[src/design/stbr_ram.sv]
// Generic single-port-write, single-port-read RAM with registered read data.
module stbr_ram #(
   parameter int Width = 8,
   parameter int Depth = 16
) (
   input  logic                     clock,
   input  logic                     wr_en,
   input  logic [$clog2(Depth)-1:0] wr_addr,
   input  logic [Width-1:0]         wr_data,
   input  logic                     rd_en,
   input  logic [$clog2(Depth)-1:0] rd_addr,
   output logic [Width-1:0]         rd_data
);

   logic [Width-1:0] mem [Depth];
   logic [Width-1:0] rd_data_ff;

   always_ff @(posedge clock) begin
      if (wr_en) begin
         mem[wr_addr] <= wr_data;
      end
      if (rd_en) begin
         rd_data_ff <= mem[rd_addr];
      end
   end

   assign rd_data = rd_data_ff;

endmodule

[config.mk]
export PLATFORM = sky130hd
export DESIGN_NAME = stbr_ram
export DESIGN_NICKNAME = d
export VERILOG_FILES = /design/src/design/stbr_ram.sv
export SDC_FILE = /design/constraint.sdc
export NUM_CORES = 1
export LEC_CHECK = 0
export BUFFER_PORTS_ARGS = -buffer_cell sky130_fd_sc_hd__buf_2
export CAP_MARGIN = 10
export CORE_UTILIZATION = 30
export DETAILED_ROUTE_END_ITERATION = 16
export GPL_ROUTABILITY_DRIVEN = 1
export GPL_TIMING_DRIVEN = 0
export SYNTH_ARGS = -nofsm -noshare
export SYNTH_HDL_FRONTEND = slang
export SYNTH_SLANG_ARGS = --single-unit
[constraint.sdc]
create_clock -name clock -period 4.4 [get_ports clock]
set_input_delay 0.44 -clock clock [delete_from_list [all_inputs] [get_ports clock]]
set_output_delay 0.44 -clock clock [all_outputs]
set_load 0.03 [all_outputs]
# Yosys cells after proc, flatten, opt, wreduce, memory -nomap -nowiden
# Memory sizes are Yosys's and may differ from the RTL's. A register that Yosys moved wholly into a read port is not among the register bits.
# Index checks and enable logic that the tools add are counted.
# word_totals
regBits	0
mem_bits_rw	128
in_bits	19
out_inout_bits	8
word_cells	3
memories	1
# classes
muxes	2
# mem_list
memory	words	width	rd	rd_clocked_by_memory_dff	write_ports	line	source
mem	16	8	1	1	1	15	logic [Width-1:0] mem [Depth];
# op_table
operator	n
1-bit two-way mux	2

# Logic depth before layout (Yosys ltp)
# Gate-level depths: netlist of the first run.
# logic_depth
depth_word	2
mapped_depth	5
mapped_depth_nobuf	3

# Worst setup path after synthesis of the first run
# Ideal clock, no wire load.
# synth_path
path_type	in2reg
from	input wr_addr[2]
to	memory mem[0][0], enable pin
setup_ns	0.383
arrival_time_ns	1.550
t_required_ns	4.017
slack_ns	2.467
stages	2
n_path_buf	0
cell_sequence	or3b_2 -> nor3_1
# synth_lines
item	line	source
start, declared	8	input logic [$clog2(Depth)-1:0] wr_addr,
end, declared	15	
# Straight into the memory's write port.

# Final worst setup path of the first run
# layout_path
from	input wr_addr[2]
to	memory mem[0][4], enable pin
# Straight into the memory's write port.

==> results of run 1 <==
-- worst max-delay path: stages --
cell and delay (ns):
buf_2 0.11, or3b_2 0.54, nor3_1 0.62, buf_4 0.27
-- power by group --
group          total (mW)  switching (mW)  internal [mW]  leakage [nW]
Clock                1.24           0.527          0.718         0.252
Combinational       0.150          0.0928         0.0567         0.533
Sequential           1.47         0.00586           1.46          1.24
-- layout make-up --
| class | count | share of cell area [%] |
|---|---|---|
| flip-flops and latches | 136 | 66.15 |
| multi-input cells | 83 | 17.13 |
| clock buffers | 17 | 6.891 |
| well taps | 220 | 4.459 |
| repair buffers | 28 | 2.311 |
| clock inverters | 14 | 1.662 |
| plain buffers | 10 | 1.398 |
-- cells by family (layout without fill, tap and decap cells) --
| logic type | count (synthesis) | after routing | synth area share, % |
|---|---|---|---|
| flops | 136 | 136 | 78.12 |
| simple gates | 35 | 35 | 3.136 |
| mux | 32 | 32 | 14.79 |
| compound gates | 16 | 16 | 2.298 |
| buf+inv | 10 | 69 | 1.651 |
-- metal layers --
metal	wire length, um	vias to the layer above	GRT usage [%]	part of all wire (%)
li1	-	1078	-	-
met1	4606	1200	16.29	46
met2	4662	82	18.16	47
met3	668	7	4.573	6.7
met4	69	0	3.409	0.69
met5	0	-	0	0
-- worst max path at each step --
stage | depth (start not counted) | to | slack (ns) | startpoint
floorplan | 2 | mem[0][0]$_DFFE_PP_ | 2.47 | wr_addr[2]
global placement | 3 | mem[0][7]$_DFFE_PP_ | 1.87 | wr_addr[2]
detailed placement | 3 | mem[8][2]$_DFFE_PP_ | 2.09 | wr_addr[2]
CTS | 3 | mem[8][3]$_DFFE_PP_ | 2.53 | wr_addr[2]
global route | 4 | mem[0][4]$_DFFE_PP_ | 2.45 | wr_addr[2]
finish | 4 | mem[0][4]$_DFFE_PP_ | 2.54 | wr_addr[2]
-- cells in the final DEF (no fill, tap or decap), drive strengths merged, types with 2 or more instances in the layout --
cell type      netlist  routed
a22oi               16      16
buf                  7      34
clkbuf               0      18
clkdlybuf4s25        3       3
clkinv               0       7
clkinvlp             0       4
edfxtp             136     136
inv                  0       3
mux4                32      32
nand2                9       9
nand2b               2       2
nand3b               2       2
nor2                13      13
nor3                 4       4
-- metrics by stage --
stage	hold WS [ns]	setup slack [ns]	power, mW	area [um^2]
floorplan	0.5389	2.467	1.579	5228
global placement	0.7418	1.874	1.640	5628
detailed placement	0.7618	2.090	1.645	5635
CTS	0.3495	2.528	2.884	6163
global route	0.3569	2.449	2.946	6173
finish	0.3599	2.535	2.860	6173
-- state kept, by name, indices dropped and copies added (netlist names) --
| name | count |
|---|---|
| mem | 128 |
| rd_data | 8 |
==> impl_metrics.env, run 1 <==
export IMPL_status="complete, no violations"
export IMPL_hold_start="rd_en"
export IMPL_ant_nets=0
export IMPL_worstMarginPinSlew_ns=1.108
export IMPL_nNetsFinal=295
export IMPL_setup_tns_ns=0
export IMPL_cts_tree="yes"
export IMPL_skew_ns=0.01221
export IMPL_relSlewSlack_pct=25.58
export IMPL_routed_wl_mm=10.01
export IMPL_synthToLayoutAreaGrowth_pct=18.09
export IMPL_firstDrtPassIters=4
export IMPL_synth_edf_count=136
export IMPL_yosysMostFrequentCell="edfxtp_1"
export IMPL_gr_total_overflow=0
export IMPL_die_height_um=134.0
export IMPL_ys_flop_type="edfxtp_1"
export IMPL_antenna_found_initial=0
export IMPL_synth_async_reset_ratio_pct=0
export IMPL_htreeDepth=4
export IMPL_cp_required_ns=4.52
export IMPL_seq_area_um2=4084
export IMPL_dieArea_um2=17960
export IMPL_crit_fanout=5
export IMPL_ff2ff_setup_slack_ns=2.81
export IMPL_drc=0
export IMPL_setup_violations_final=0
export IMPL_clk_latency_ns=0.41
export IMPL_yosys_area_top_type_share_pct=78.12
export IMPL_cts_resized=0
export IMPL_instances_no_fill=508
export IMPL_period_share_pct=42.38
export IMPL_timing_rr_end="rd_data[7]$_DFFE_PP_"
export IMPL_min_path_type="in -> reg"
export IMPL_post_drt_wl_per_cell_um=19.70
export IMPL_synth_fp_nets=248
export IMPL_dieWidth_um=134.0
export IMPL_place_gp_congestion=0.7032
export IMPL_cts_hold_buffers=0
export IMPL_root_buffer="clkbuf_16"
export IMPL_cts_sinks=136
export IMPL_start_kind="primary input"
export IMPL_crit_type="in -> reg"
export IMPL_place_inst=475
export IMPL_clk_pin_slew_ns=0.06
export IMPL_fillerInstances=1546
export IMPL_drive_gt1_share_pct=30.56
export IMPL_place_detailed_hpwl_mm=6.444
export IMPL_whs_path_depth=1
export IMPL_via_count=2367
export IMPL_yosysTopAreaCell="edfxtp_1"
export IMPL_cts_inserted_buffers=17
export IMPL_vdd_drop_max_mv=0.3249
export IMPL_synth_common_cells="136 x edfxtp_1, 18 x mux4_2, 16 x a22oi_1, 14 x mux4_1, 13 x nor2_1"
export IMPL_rr_startpoint="mem[2][7]$_DFFE_PP_"
export IMPL_yosysSeqAreaShare_pct=78.12
export IMPL_viasPerCell=4.659
export IMPL_grt_pass1_wl_mm=14.87
export IMPL_syn_inst=229
export IMPL_drv_cap=0
export IMPL_port_buffers=25
export IMPL_period_needed_ns=1.865
export IMPL_grt_max_degree=17
export IMPL_synthTopCellsByArea="edfxtp_1 78%, mux4_2 7.8%, mux4_1 7.0%"
export IMPL_cts_buffer_depth=2
export IMPL_final_util_pct=36.71
export IMPL_endpoint_kind="flop"
export IMPL_synth_cell_type_count=18
export IMPL_core_area_um2=16820
export IMPL_grt_pass1_vias=2487
export IMPL_rows=47
export IMPL_max_freq_mhz=536.3
export IMPL_synth_seq_cells=136
export IMPL_avgSynthCellArea_um2=22.83
export IMPL_synth_warning_count=0
export IMPL_hold_viol_final=0
export IMPL_power_density_nw_per_um2=463.2
export IMPL_worstPathArrival_ns=1.98
export IMPL_diodes=0
export IMPL_initial_core_util_pct=31.08
export IMPL_reg2reg_depth=3
export IMPL_synthesis_area_um2=5228
export IMPL_rsz0062_at_grt="false"
export IMPL_cts_setup_buffers=0
export IMPL_grt_usage_pct=12.07
export IMPL_hold_end="rd_data[4]$_DFFE_PP_"
export IMPL_slew_violations=0
export IMPL_ioPinCount=27
export IMPL_drtIter0Drc=236
export IMPL_p_leak_nw=2.021
export IMPL_multi_input_area_um2=1057
No activity file was read; power rests on OpenSTA's default activity.
==> run 2, diff against run 1 <==
--- a/config.mk
+++ b/config.mk
@@ -5,6 +5,7 @@
 export SDC_FILE = /design/constraint.sdc
 export NUM_CORES = 1
 export LEC_CHECK = 0
+export ABC_AREA = 1
 export BUFFER_PORTS_ARGS = -buffer_cell sky130_fd_sc_hd__buf_2
 export CAP_MARGIN = 10
 export CORE_UTILIZATION = 30
==> constraint.sdc (replaced) <==
create_clock -name clock -period 1.5 [get_ports clock]
set_input_delay 0.15 -clock clock [delete_from_list [all_inputs] [get_ports clock]]
set_output_delay 0.15 -clock clock [all_outputs]
set_load 0.03 [all_outputs]
==> impl_metrics.env, run 2 <==
export IMPL_status="complete, no violations"
export IMPL_place_detailed_hpwl_mm=9.415
export IMPL_p_leak_nw=2.907
export IMPL_htreeDepth=4
export IMPL_synthTopCellsByArea="edfxtp_1 70%, nand2_1 11%, nand3_1 8.3%"
export IMPL_hold_viol_final=0
export IMPL_routed_wl_mm=14.04
export IMPL_synth_async_reset_ratio_pct=0
export IMPL_synth_cell_type_count=11
export IMPL_worstPathArrival_ns=1.27
export IMPL_final_common_cell="nand2_1"
export IMPL_period_share_pct=82.40
export IMPL_clk_latency_ns=0.42
export IMPL_setup_violations_final=0
export IMPL_sw_frac_of_total_pct=22.42
export IMPL_place_inst=834
export IMPL_grt_pass1_vias=3501
export IMPL_place_gp_congestion=0.9347
export IMPL_drv_cap=0
export IMPL_crit_type="in -> reg"
export IMPL_p_sw_mw=2.039
export IMPL_grt_pass1_wl_mm=20.89
export IMPL_core_area_um2=18890
export IMPL_yosysMostFrequentCell="nand2_1"
export IMPL_die_height_um=141.6
export IMPL_largest_reg_flops=128
export IMPL_ioPinCount=27
export IMPL_vdd_drop_max_mv=0.7837
export IMPL_cts_sinks=136
export IMPL_root_buffer="clkbuf_16"
export IMPL_worstMarginPinSlew_ns=0.9712
export IMPL_gr_total_overflow=0
export IMPL_via_count=3794
export IMPL_setup_tns_ns=0
export IMPL_ant_nets=0
export IMPL_power_density_nw_per_um2=1321
export IMPL_cts_inserted_buffers=17
export IMPL_synthToLayoutAreaGrowth_pct=17.76
export IMPL_regMostFlops="mem"
export IMPL_instances_no_fill=866
export IMPL_avgSynthCellArea_um2=10.61
export IMPL_place_area_um2=6287
export IMPL_rr_startpoint="mem[10][2]$_DFFE_PP_"
export IMPL_rows=50
export IMPL_seq_power_share_pct=47.3
export IMPL_endpoint_kind="flop"
export IMPL_synthesis_area_um2=5847
export IMPL_fin_area_um2=6885
export IMPL_synth_warning_count=0
export IMPL_synth_fp_nets=570
export IMPL_slew_violations=0
export IMPL_diodes=0
export IMPL_synth_edf_count=136
export IMPL_nNetsFinal=612
export IMPL_clk_pin_slew_ns=0.05
export IMPL_drive_gt1_share_pct=12.87
export IMPL_synth_common_cells="173 x nand2_1, 136 x edfxtp_1, 100 x inv_1, 97 x nand3_1, 17 x nor2_1"
export IMPL_grt_max_degree=17
export IMPL_startpoint="wr_addr[3]"
export IMPL_yosysSeqAreaShare_pct=69.85
export IMPL_cts_setup_buffers=0
export IMPL_synth_seq_cells=136
export IMPL_period_needed_ns=1.236
export IMPL_skew_ns=0.007368
export IMPL_syn_inst=551
export IMPL_cts_buffer_depth=2
export IMPL_start_kind="primary input"
export IMPL_post_drt_wl_per_cell_um=16.21
export IMPL_relSlewSlack_pct=35.01
export IMPL_power_frac_comb_pct=6.5
export IMPL_hold_start="rd_en"
export IMPL_rsz0062_at_grt="false"
export IMPL_min_path_type="in -> reg"
export IMPL_drc=0
export IMPL_pwr_share_clk_pct=46.2
export IMPL_cp_required_ns=1.54
export IMPL_internal_power_mw=7.055
export IMPL_max_freq_mhz=809.1
export IMPL_dieWidth_um=141.6
export IMPL_cts_hold_buffers=0
export IMPL_ys_flop_type="edfxtp_1"
export IMPL_grt_usage_pct=14.85
export IMPL_dieArea_um2=20050
export IMPL_viasPerCell=4.381
export IMPL_yosysTopAreaCell="edfxtp_1"
export IMPL_port_buffers=23
export IMPL_initial_core_util_pct=30.95
export IMPL_drtIter0Drc=300
export IMPL_antenna_found_initial=0
export IMPL_firstDrtPassIters=5
export IMPL_cts_resized=0
export IMPL_layout_common_cells="173 x nand2_1, 136 x edfxtp_1, 100 x inv_1"
export IMPL_crit_fanout=8
export IMPL_yosys_area_top_type_share_pct=69.85
export IMPL_cts_tree="yes"
run 2: power by group through the flow:
| stage | combinational, mW | clock [mW] | sequential (mW) |
|---|---|---|---|
| floorplan | 0.300 | 0 | 4.42 |
| global placement | 0.583 | 0 | 4.38 |
| detailed placement | 0.587 | 0 | 4.38 |
| CTS | 0.589 | 4.24 | 4.30 |
| global route | 0.649 | 4.42 | 4.31 |
| finish | 0.590 | 4.20 | 4.30 |
run 2: stage by stage:
stage	setup WS, ns	utilization, %	hold slack (ns)	power [mW]
2_1_floorplan	0.3992	-	0.2489	4.718
3_3_place_gp	-0.2223	33.28	0.4944	4.961
4_1_cts	0.2486	36.44	0.07056	9.127
5_1_grt	0.2229	36.44	0.07891	9.378
6_report	0.2640	36.44	0.07626	9.094
3_5_place_dp	-0.1871	33.28	0.5027	4.967
run 2: path summary, 6_finish.rpt:
check / slack (ns) / end / depth (start not counted)
worst max register to register: 0.29 / rd_data[2]$_DFFE_PP_ / 6
worst max-delay path: 0.26 / mem[4][5]$_DFFE_PP_ / 3
worst min register to register: 0.81 / rd_data[6]$_DFFE_PP_ / 6
worst min-delay path: 0.08 / rd_data[0]$_DFFE_PP_ / 1
run 2: kinds of logic after synthesis:
family / count (synthesis) / synth area share [%]
AND/OR/NAND/NOR: 289 / 20.76
flip-flops: 136 / 69.85
buffers and inverters: 126 / 9.394
run 2: critical path: stages:
cell and delay (ns):
buf_2 0.11, nand3b_1 0.27, nor2_1 0.73
run 2: layer usage:
layer,global-route usage (%),vias to the layer above,part of all wire [%]
li1,-,1866,-
met1,21.27,1786,49
met2,22.14,129,44
met3,3.847,13,6.0
met4,4.131,0,1.1
met5,0,-,0
run 2: area by class of cell:
| cell class | count | area, um^2 |
|---|---|---|
| Buffer | 24 | 166.4 |
| Multi-Input combinational cell | 289 | 1214 |
| Timing Repair Buffer | 23 | 115.1 |
| Fill cell | 1901 | 12010 |
| Inverter | 102 | 382.9 |
| Tap cell | 260 | 325.3 |
| Clock buffer | 17 | 425.4 |
| Clock inverter | 15 | 172.7 |
| Sequential cell | 136 | 4084 |
